==> src/rtl/hcr_pkg.sv <==
// ============================================================================
// hcr_pkg: shared types and constants for the height color ramp
// Stop heights, colors, segment spans and reciprocals of the color ramp.
// ============================================================================
package hcr_pkg;

	// Height format: signed, 8 fraction bits
	localparam int HEIGHT_W  = 24;
	localparam int CHAN_W    = 8;
	localparam int STOP_COUNT = 15;
	localparam int IDX_W     = $clog2(STOP_COUNT);
	localparam int WEIGHT_BITS = 16;
	// Offset inside one segment is below the widest span (7680)
	localparam int DELTA_W   = 13;
	localparam int SPAN_W    = 13;
	// Reciprocal is floor(2^(WEIGHT_BITS+DELTA_W) / span)
	localparam int RECIP_W   = 23;
	localparam int NUM_W     = DELTA_W + WEIGHT_BITS;
	localparam int PROD_W    = DELTA_W + RECIP_W;
	localparam int BLEND_W   = CHAN_W + 1 + WEIGHT_BITS + 1;

	typedef logic [CHAN_W-1:0] chan_t;
	typedef logic [IDX_W-1:0]  idx_t;

	// Control that travels with each item down the pipe
	typedef struct packed {
		logic vld;   // stage holds an item
		logic low;   // at or below the first stop
		logic top;   // at or above the last stop
		idx_t idx;   // segment (lower stop) index
	} hcr_ctl_t;

	// Stop heights on the height grid (rounded to nearest)
	localparam logic signed [HEIGHT_W-1:0] STOP_H [STOP_COUNT] = '{
		-24'sd2560, -24'sd1280, -24'sd512, 24'sd0, 24'sd77, 24'sd384, 24'sd768,
		24'sd2048, 24'sd3840, 24'sd6400, 24'sd8960, 24'sd12800, 24'sd17920,
		24'sd23040, 24'sd30720
	};

	// Stop colors, {blue, green, red}
	localparam logic [3*CHAN_W-1:0] STOP_RGB [STOP_COUNT] = '{
		24'h884410, 24'h995518, 24'haa6622, 24'hbb8844, 24'h7799aa,
		24'h668899, 24'h448866, 24'h337733, 24'h336644, 24'h336655,
		24'h446666, 24'h557777, 24'h778888, 24'h777777, 24'haaaaaa
	};

	// Width of segment i (stop i to stop i+1); last entry unused
	localparam logic [SPAN_W-1:0] SEG_SPAN [STOP_COUNT] = '{
		13'd1280, 13'd768, 13'd512, 13'd77, 13'd307, 13'd384, 13'd1280,
		13'd1792, 13'd2560, 13'd2560, 13'd3840, 13'd5120, 13'd5120,
		13'd7680, 13'd7680
	};

	// floor(2^29 / span) per segment; last entry unused
	localparam logic [RECIP_W-1:0] SEG_RECIP [STOP_COUNT] = '{
		23'd419430, 23'd699050, 23'd1048576, 23'd6972349, 23'd1748765,
		23'd1398101, 23'd419430, 23'd299593, 23'd209715, 23'd209715,
		23'd139810, 23'd104857, 23'd104857, 23'd69905, 23'd69905
	};

	// One channel of a stop color
	function automatic chan_t stop_chan(input idx_t idx, input logic [1:0] ch);
		logic [3*CHAN_W-1:0] rgb;
		begin
			rgb = STOP_RGB[idx];
			case (ch)
				2'd0: stop_chan = rgb[CHAN_W-1:0];
				2'd1: stop_chan = rgb[2*CHAN_W-1:CHAN_W];
				default: stop_chan = rgb[3*CHAN_W-1:2*CHAN_W];
			endcase
		end
	endfunction

endpackage

==> src/rtl/hcr_locate.sv <==
// ============================================================================
// hcr_locate: offset and segment search
// Saturating offset from water level, stop compare, offset within segment.
// ============================================================================
module hcr_locate import hcr_pkg::*; (
	input  logic                       clk,
	input  logic                       arst_n,
	input  logic                       en,
	input  logic                       in_vld,
	input  logic signed [HEIGHT_W-1:0] height,
	input  logic signed [HEIGHT_W-1:0] water_level,
	output hcr_ctl_t                   ctl_s3,
	output logic [DELTA_W-1:0]         delta_s3
);

	logic                       vld_s1;
	logic signed [HEIGHT_W-1:0] h_s1;
	hcr_ctl_t                   ctl_s2;
	logic signed [HEIGHT_W-1:0] h_s2;

	logic signed [HEIGHT_W:0]   diff;
	logic signed [HEIGHT_W-1:0] h_sat;
	idx_t                       seg_idx;
	logic signed [HEIGHT_W-1:0] rel;

	// Stage 1: saturating subtract
	always_comb begin
		diff = {height[HEIGHT_W-1], height} - {water_level[HEIGHT_W-1], water_level};
		if (diff[HEIGHT_W] != diff[HEIGHT_W-1])
			h_sat = diff[HEIGHT_W] ? {1'b1, {(HEIGHT_W-1){1'b0}}}
			                       : {1'b0, {(HEIGHT_W-1){1'b1}}};
		else
			h_sat = diff[HEIGHT_W-1:0];
	end

	// Stage 2: compare against inner stops, highest match wins
	always_comb begin
		seg_idx = '0;
		for (int k = 1; k < STOP_COUNT - 1; k++) begin
			if (h_s1 >= STOP_H[k])
				seg_idx = IDX_W'(k);
		end
	end

	// Stage 3: offset from the lower stop of the segment
	assign rel = h_s2 - STOP_H[ctl_s2.idx];

	always_ff @(posedge clk or negedge arst_n) begin
		if (!arst_n) begin
			vld_s1 <= 1'b0;
			ctl_s2 <= '0;
			ctl_s3 <= '0;
		end else if (en) begin
			vld_s1     <= in_vld;
			ctl_s2.vld <= vld_s1;
			ctl_s2.low <= (h_s1 <= STOP_H[0]);
			ctl_s2.top <= (h_s1 >= STOP_H[STOP_COUNT-1]);
			ctl_s2.idx <= seg_idx;
			ctl_s3     <= ctl_s2;
		end
	end

	// Payload
	always_ff @(posedge clk) begin
		if (en) begin
			h_s1     <= h_sat;
			h_s2     <= h_s1;
			delta_s3 <= ctl_s2.low ? '0 : rel[DELTA_W-1:0];
		end
	end

endmodule

==> src/rtl/hcr_divide.sv <==
// ============================================================================
// hcr_divide: segment weight
// t = floor(delta * 2^16 / span) by reciprocal multiply and one correction.
// ============================================================================
module hcr_divide import hcr_pkg::*; (
	input  logic                   clk,
	input  logic                   arst_n,
	input  logic                   en,
	input  hcr_ctl_t               ctl_s3,
	input  logic [DELTA_W-1:0]     delta_s3,
	output hcr_ctl_t               ctl_s6,
	output logic [WEIGHT_BITS-1:0] t_s6
);

	hcr_ctl_t               ctl_s4, ctl_s5;
	logic [DELTA_W-1:0]     delta_s4, delta_s5;
	logic [WEIGHT_BITS-1:0] q0_s4, q0_s5;
	logic [NUM_W-1:0]       qs_s5;

	logic [PROD_W-1:0]      est;
	logic [NUM_W-1:0]       qs;
	logic [NUM_W-1:0]       rem;
	logic [SPAN_W-1:0]      span5;

	// Stage 4: estimate, low by at most one
	assign est = PROD_W'(delta_s3) * PROD_W'(SEG_RECIP[ctl_s3.idx]);

	// Stage 5: back-multiply the estimate
	assign qs = NUM_W'(q0_s4) * NUM_W'(SEG_SPAN[ctl_s4.idx]);

	// Stage 6: remainder and correction
	assign span5 = SEG_SPAN[ctl_s5.idx];
	assign rem   = {delta_s5, {WEIGHT_BITS{1'b0}}} - qs_s5;

	always_ff @(posedge clk or negedge arst_n) begin
		if (!arst_n) begin
			ctl_s4 <= '0;
			ctl_s5 <= '0;
			ctl_s6 <= '0;
		end else if (en) begin
			ctl_s4 <= ctl_s3;
			ctl_s5 <= ctl_s4;
			ctl_s6 <= ctl_s5;
		end
	end

	always_ff @(posedge clk) begin
		if (en) begin
			delta_s4 <= delta_s3;
			q0_s4    <= est[DELTA_W +: WEIGHT_BITS];
			delta_s5 <= delta_s4;
			q0_s5    <= q0_s4;
			qs_s5    <= qs;
			t_s6     <= (rem >= NUM_W'(span5)) ? q0_s5 + 1'b1 : q0_s5;
		end
	end

`ifndef ASSERT_OFF
	// Reciprocal error must leave the remainder below two spans
	a_rem_bound: assert property (@(posedge clk) disable iff (!arst_n)
		ctl_s5.vld && !ctl_s5.top |-> rem < {NUM_W'(span5), 1'b0})
		else $error("weight correction out of range");
`endif

endmodule

==> src/rtl/hcr_blend.sv <==
// ============================================================================
// hcr_blend: channel interpolation
// Per channel a + (b - a) * t with rounding; end colors outside the ramp.
// ============================================================================
module hcr_blend import hcr_pkg::*; (
	input  logic                   clk,
	input  logic                   arst_n,
	input  logic                   en,
	input  hcr_ctl_t               ctl_s6,
	input  logic [WEIGHT_BITS-1:0] t_s6,
	output logic                   vld_s8,
	output logic [3*CHAN_W-1:0]    rgb_s8
);

	hcr_ctl_t                  ctl_s7;
	logic signed [BLEND_W-1:0] prod_s7 [3];
	logic signed [BLEND_W-1:0] prod    [3];
	logic signed [BLEND_W-1:0] acc     [3];
	logic [3*CHAN_W-1:0]       rgb;

	// Stage 7: weighted difference per channel
	always_comb begin
		for (int c = 0; c < 3; c++) begin
			prod[c] = BLEND_W'($signed({1'b0, stop_chan(ctl_s6.idx + 1'b1, 2'(c))})
			        - $signed({1'b0, stop_chan(ctl_s6.idx, 2'(c))}))
			        * $signed({1'b0, t_s6});
		end
	end

	// Stage 8: add base, round, pick end color when clamped
	always_comb begin
		for (int c = 0; c < 3; c++) begin
			acc[c] = $signed({2'b00, stop_chan(ctl_s7.idx, 2'(c)), {WEIGHT_BITS{1'b0}}})
			       + prod_s7[c]
			       + $signed(BLEND_W'(1) << (WEIGHT_BITS - 1));
			rgb[c*CHAN_W +: CHAN_W] = acc[c][WEIGHT_BITS +: CHAN_W];
		end
		if (ctl_s7.top)
			rgb = STOP_RGB[STOP_COUNT-1];
	end

	always_ff @(posedge clk or negedge arst_n) begin
		if (!arst_n) begin
			ctl_s7 <= '0;
			vld_s8 <= 1'b0;
		end else if (en) begin
			ctl_s7 <= ctl_s6;
			vld_s8 <= ctl_s7.vld;
		end
	end

	always_ff @(posedge clk) begin
		if (en) begin
			for (int c = 0; c < 3; c++)
				prod_s7[c] <= prod[c];
			rgb_s8 <= rgb;
		end
	end

endmodule

==> src/rtl/height_color_ramp_unit.sv <==
// ============================================================================
// height_color_ramp_unit: height sample to RGB color ramp
// Top level: water level register, stream ports and pipeline control.
// ============================================================================
// Takes one height sample per clock while the output is not stalled and
// returns one RGB color per sample. The height is offset by the water level
// (saturating), located among fifteen stops, and blended linearly between
// the two stop colors; the segment weight comes from a reciprocal multiply
// with one correction step. The eight register stages advance together: a
// stall on the output freezes the whole pipeline, and s_tready is low only
// while a result waits on m_tdata and m_tready is low.
module height_color_ramp_unit import hcr_pkg::*; (
	input  logic                  clk,
	input  logic                  arst_n,
	input  logic                  cfg_valid,
	output logic                  cfg_ready,
	input  logic [HEIGHT_W-1:0]   cfg_data,  // water_level
	input  logic                  s_tvalid,
	output logic                  s_tready,
	input  logic [HEIGHT_W-1:0]   s_tdata,   // height
	output logic                  m_tvalid,
	input  logic                  m_tready,
	output logic [3*CHAN_W-1:0]   m_tdata    // red, green, blue
);

	logic                       en;
	logic signed [HEIGHT_W-1:0] water_level_q;
	hcr_ctl_t                   ctl_s3, ctl_s6;
	logic [DELTA_W-1:0]         delta_s3;
	logic [WEIGHT_BITS-1:0]     t_s6;

	// Pipeline moves when the output register is free or being taken
	assign en        = !m_tvalid || m_tready;
	assign s_tready  = en;
	assign cfg_ready = 1'b1;

	// Water level register
	always_ff @(posedge clk or negedge arst_n) begin
		if (!arst_n)
			water_level_q <= '0;
		else if (cfg_valid && cfg_ready)
			water_level_q <= cfg_data;
	end

	hcr_locate u_locate (
		.clk         (clk),
		.arst_n      (arst_n),
		.en          (en),
		.in_vld      (s_tvalid),
		.height      (s_tdata),
		.water_level (water_level_q),
		.ctl_s3      (ctl_s3),
		.delta_s3    (delta_s3)
	);

	hcr_divide u_divide (
		.clk      (clk),
		.arst_n   (arst_n),
		.en       (en),
		.ctl_s3   (ctl_s3),
		.delta_s3 (delta_s3),
		.ctl_s6   (ctl_s6),
		.t_s6     (t_s6)
	);

	hcr_blend u_blend (
		.clk    (clk),
		.arst_n (arst_n),
		.en     (en),
		.ctl_s6 (ctl_s6),
		.t_s6   (t_s6),
		.vld_s8 (m_tvalid),
		.rgb_s8 (m_tdata)
	);

`ifndef ASSERT_OFF
	// Input side never blocks while the output register is empty
	a_ready_free: assert property (@(posedge clk) disable iff (!arst_n)
		!m_tvalid |-> s_tready)
		else $error("input stalled with empty output");

	// Water level changes only through a config write
	a_wl_hold: assert property (@(posedge clk) disable iff (!arst_n)
		!$past(cfg_valid) |-> $stable(water_level_q))
		else $error("water level changed without write");

	// A new result appears only after the pipe advanced
	a_out_rise: assert property (@(posedge clk) disable iff (!arst_n)
		$rose(m_tvalid) |-> $past(en))
		else $error("result appeared without pipeline advance");
`endif

endmodule

==> config.mk <==
export PLATFORM = sky130hd
export DESIGN_NAME = height_color_ramp_unit
export DESIGN_NICKNAME = d
export VERILOG_FILES = /design/src/rtl/hcr_pkg.sv /design/src/rtl/hcr_locate.sv /design/src/rtl/hcr_divide.sv /design/src/rtl/hcr_blend.sv /design/src/rtl/height_color_ramp_unit.sv
export SDC_FILE = /design/constraint.sdc
export NUM_CORES = 2
export LEC_CHECK = 0
export ABC_CLOCK_PERIOD_IN_PS = 8500
export BUFFER_PORTS_ARGS = -buffer_cell sky130_fd_sc_hd__buf_2
export CAP_MARGIN = 30
export CORE_MARGIN = 2
export CORE_UTILIZATION = 45
export DETAILED_ROUTE_END_ITERATION = 8
export GPL_TIMING_DRIVEN = 0
export SLEW_MARGIN = 20
export SYNTH_ARGS = -nofsm -noshare
export SYNTH_HDL_FRONTEND = slang
export SYNTH_SLANG_ARGS = --single-unit
==> constraint.sdc <==
create_clock -name clk -period 8.5 [get_ports clk]
set_clock_uncertainty 0.05 [all_clocks]
set_input_delay 0.425 -clock clk [delete_from_list [all_inputs] [get_ports clk]]
set_output_delay 0.425 -clock clk [all_outputs]
set_load 0.02 [all_outputs]
==> flow_summary.json <==
{
  "path_class": "flop to flop",
  "ios": 80,
  "ys_ff_latch": 267,
  "syn_avg_cell_area_um2": 9.72,
  "place_hpwl_mm": 88.3,
  "antenna_found_initial": 7,
  "worstPathArrival_ns": 8.68,
  "synth-edff-count": 204,
  "busiest_layer": "met2",
  "drive_gt1_frac": 0.0962,
  "synthCells": 4302,
  "fin_util": 0.508,
  "grtUsageMet3": 0.0450,
  "max_slew_margin": 0.368,
  "clk_pin_slew_worst_paths_ns": 0.06,
  "clock_latency_ns": 0.59,
  "num-nets-final": 5666,
  "post_synth_xor_area_fraction": 0.0379,
  "die_w_um": 309,
  "setup_violations": 0,
  "grt_pass1_wl_mm": 176,
  "die_h_um": 309,
  "fillers": 8594,
  "synth_area_mm2": 0.0418,
  "grt_overflow": 0,
  "cts_tree": "built",
  "synth_nets": 5460,
  "hold_violations": 0,
  "final_cell_mix": "inv_1 (679), fa_1 (663), nand2_1 (467), ha_1 (421), and2_1 (345)",
  "slew_violations": 0,
  "drc": 0,
  "synth_top_family_by_area": "adder cells",
  "drtPass1Iterations": 5,
  "min_from": "cfg_data[17]",
  "core_area_mm2": 0.0919,
  "regArea_mm2": 0.00771,
  "wl_per_cell_um": 18.9,
  "initial_core_util": 0.455,
  "grt_use_met1": 0.317,
  "rows": 111,
  "vias": 30400,
  "synthSimpleGateAreaFrac": 0.160,
  "worst_pin_slew_ns": 0.949,
  "postLayoutCellArea_mm2": 0.0467,
  "hp-class": "input port to flop",
  "reg2reg_depth": 35,
  "numCtsBuffers": 34,
  "dp_cells": 5630,
  "final_common_cell": "inv_1",
  "min_path_cells": 3,
  "slowest_delay_ns": 0.56,
  "vias_per_cell": 5.26,
  "cp_max_fo": 6,
  "synth_area_leaders": "fa_1 (32%), edfxtp_1 (15%), ha_1 (13%)",
  "yosysWarningCount": 0,
  "startpoint": "u_divide.ctl_s6[1]",
  "synth_cell_types": 85,
  "syn2layout_area_growth_pct": 11.8,
  "die_area_mm2": 0.0954,
  "path_delay_family": "adder cells",
  "grt_max_degree": 55,
  "final_cells": 5777,
  "grt_pass1_vias": 32000,
  "cpMostUsedCell": "fa_1",
  "root_buffer": "clkbuf_16",
  "maxCapViolations": 0,
  "yosysSeqAreaShare": 0.184,
  "min_period_over_period": 0.989,
  "wl_mm": 109,
  "gp_congestion": 0.916,
  "worstPathRequired_ns": 8.77,
  "async_flop_share": 0.236,
  "rsz0062_at_grt": "yes",
  "io_buffers": 77,
  "outcome": "finished, final reports clean",
  "grt_use_met2": 0.398,
  "yosysTopAreaCellShare": 0.319,
  "fmax_ghz": 0.119,
  "critPathCaptureType": "flop",
  "crit_path_start_kind": "flop",
  "clock-sinks": 267,
  "yosysTopAreaCell": "fa_1",
  "synth_flop_cell": "edfxtp_1",
  "min_period_ns": 8.40,
  "slowest_stage": "fa_1",
  "yosys.area_share.adder": 0.451,
  "gr-usage-all-layers": 0.238,
  "place_area_mm2": 0.0439,
  "cts_max_path_buffers": 3,
  "critPathBufInv": 8,
  "htree_levels": 2,
  "worst-path-stages": 35,
  "multi_input_area_mm2": 0.0317,
  "drt_iter0_markers": 2028,
  "drt.antenna.violating_nets": 0,
  "synthMuxAreaShare": 0.0119,
  "r2r-start": "u_divide.ctl_s6[1]",
  "synth_compound_area_frac": 0.0771
}
==> per-stage QoR <==
stage                     setup slack, ns  hold WS, ns  TNS [ns]
after global placement              -2.75        0.352   -446.16
after detailed placement            -1.74        0.305    -30.59
after global routing               -0.160       0.0323    -0.838
after floorplan                    0.0213       0.0794         0
after CTS                         0.00520      0.00107         0
final                              0.0953       0.0259         0
==> kinds of logic (layout without fill, tap and decap cells) <==
kind of cell	count (synthesis)	count (layout)
compound gates	514	514
buf+inv	860	1091
simple gates	1328	1328
fa+ha+maj	1110	1110
xor+xnor	179	179
other cells	1	2
mux	43	43
flops	267	267
==> registers in the layout, indices dropped and copies added (netlist names) <==
signal	cells
u_locate.delta_s3	13
u_blend.prod_s7	27
u_blend.rgb_s8	24
u_divide.t_s6	16
u_locate.h_s1	24
u_blend.vld_s8	1
u_divide.qs_s5	29
water_level_q	24
u_divide.delta_s5	13
u_locate.ctl_s2	7
u_divide.ctl_s4	6
u_locate.vld_s1	1
u_locate.h_s2	13
u_divide.ctl_s5	6
u_locate.ctl_s3	6
u_divide.q0_s4	16
u_divide.delta_s4	13
u_divide.ctl_s6	6
u_blend.ctl_s7	6
u_divide.q0_s5	16
==> area by class of cell <==
type | instances | area share
plain buffers | 155 | 0.0153
flip-flops and latches | 267 | 0.165
well taps | 1243 | 0.0333
inverters | 694 | 0.0562
diodes | 1 | 0.0000535
repair buffers | 181 | 0.0287
clock inverters | 17 | 0.00463
clock buffers | 44 | 0.0196
multi-input cells | 3175 | 0.677
==> repair_timing <==
| item | 4_1_cts | 5_1_grt |
|---|---|---|
| resized for setup | 127 | 116 |
| setup endpoints to repair | 28 | 25 |
| endpoints found under the hold margin | 34 | 0 |
| hold buffers | 20 | 0 |
| gates cloned | 0 | 0 |
| pin swaps | 41 | 69 |
| buffers inserted | 43 | 33 |
==> per-layer routing <==
metal | vias up | wire (um)
met1 | 15200 | 46900
met5 | - | 0
met2 | 865 | 51600
li1 | 14200 | -
met3 | 186 | 7120
met4 | 0 | 3350
==> worst reg2reg max path, delay by kind of cell (launching register included) <==
kind / cells / cell delay [ns]
adder cells (fa/ha/maj): 8 / 3.27
AO/OA/AOI/OAI: 12 / 2.18
buffers and inverters: 8 / 0.85
multiplexers: 1 / 0.54
AND/OR/NAND/NOR: 4 / 0.45
flip-flops: 1 / 0.44
XOR/XNOR: 2 / 0.38
==> Yosys cell counts (all sizes together) (5+ instances only) <==
| master | instances |
|---|---|
| or3 | 8 |
| o221ai | 5 |
| a21o | 49 |
| nor2 | 179 |
| o211ai | 14 |
| a21oi | 146 |
| a211o | 5 |
| nor4 | 13 |
| nor3 | 46 |
| and2 | 346 |
| edfxtp | 204 |
| buf | 5 |
| o21ai | 148 |
| clkinv | 5 |
| and3 | 61 |
| mux2i | 17 |
| a21boi | 7 |
| dfrtp | 63 |
| xor2 | 43 |
| nand2 | 472 |
| clkbuf | 161 |
| nand4 | 24 |
| o21a | 29 |
| a31oi | 10 |
| or2 | 36 |
| fa | 666 |
| o21bai | 25 |
| o22ai | 6 |
| o41ai | 6 |
| o31ai | 12 |
| xnor2 | 135 |
| a211oi | 8 |
| nand3 | 31 |
| nor2b | 26 |
| ha | 439 |
| maj3 | 5 |
| o31a | 6 |
| mux2 | 23 |
| inv | 689 |
| nand2b | 60 |
==> path summary, 6_finish.rpt <==
kind,end,slack [ns]
max,u_blend.prod_s7[0][23],0.1
min,water_level_q[17],0.03
max in group asynchronous,u_divide.ctl_s6[3],7.49
min in group asynchronous,water_level_q[0],0.26
min reg2reg,u_divide.delta_s5[7],0.37
max reg2reg,u_blend.prod_s7[0][23],0.1
Power is not shown: default switching activity piles up to over one toggle a cycle in this logic, so the estimate is an artifact.
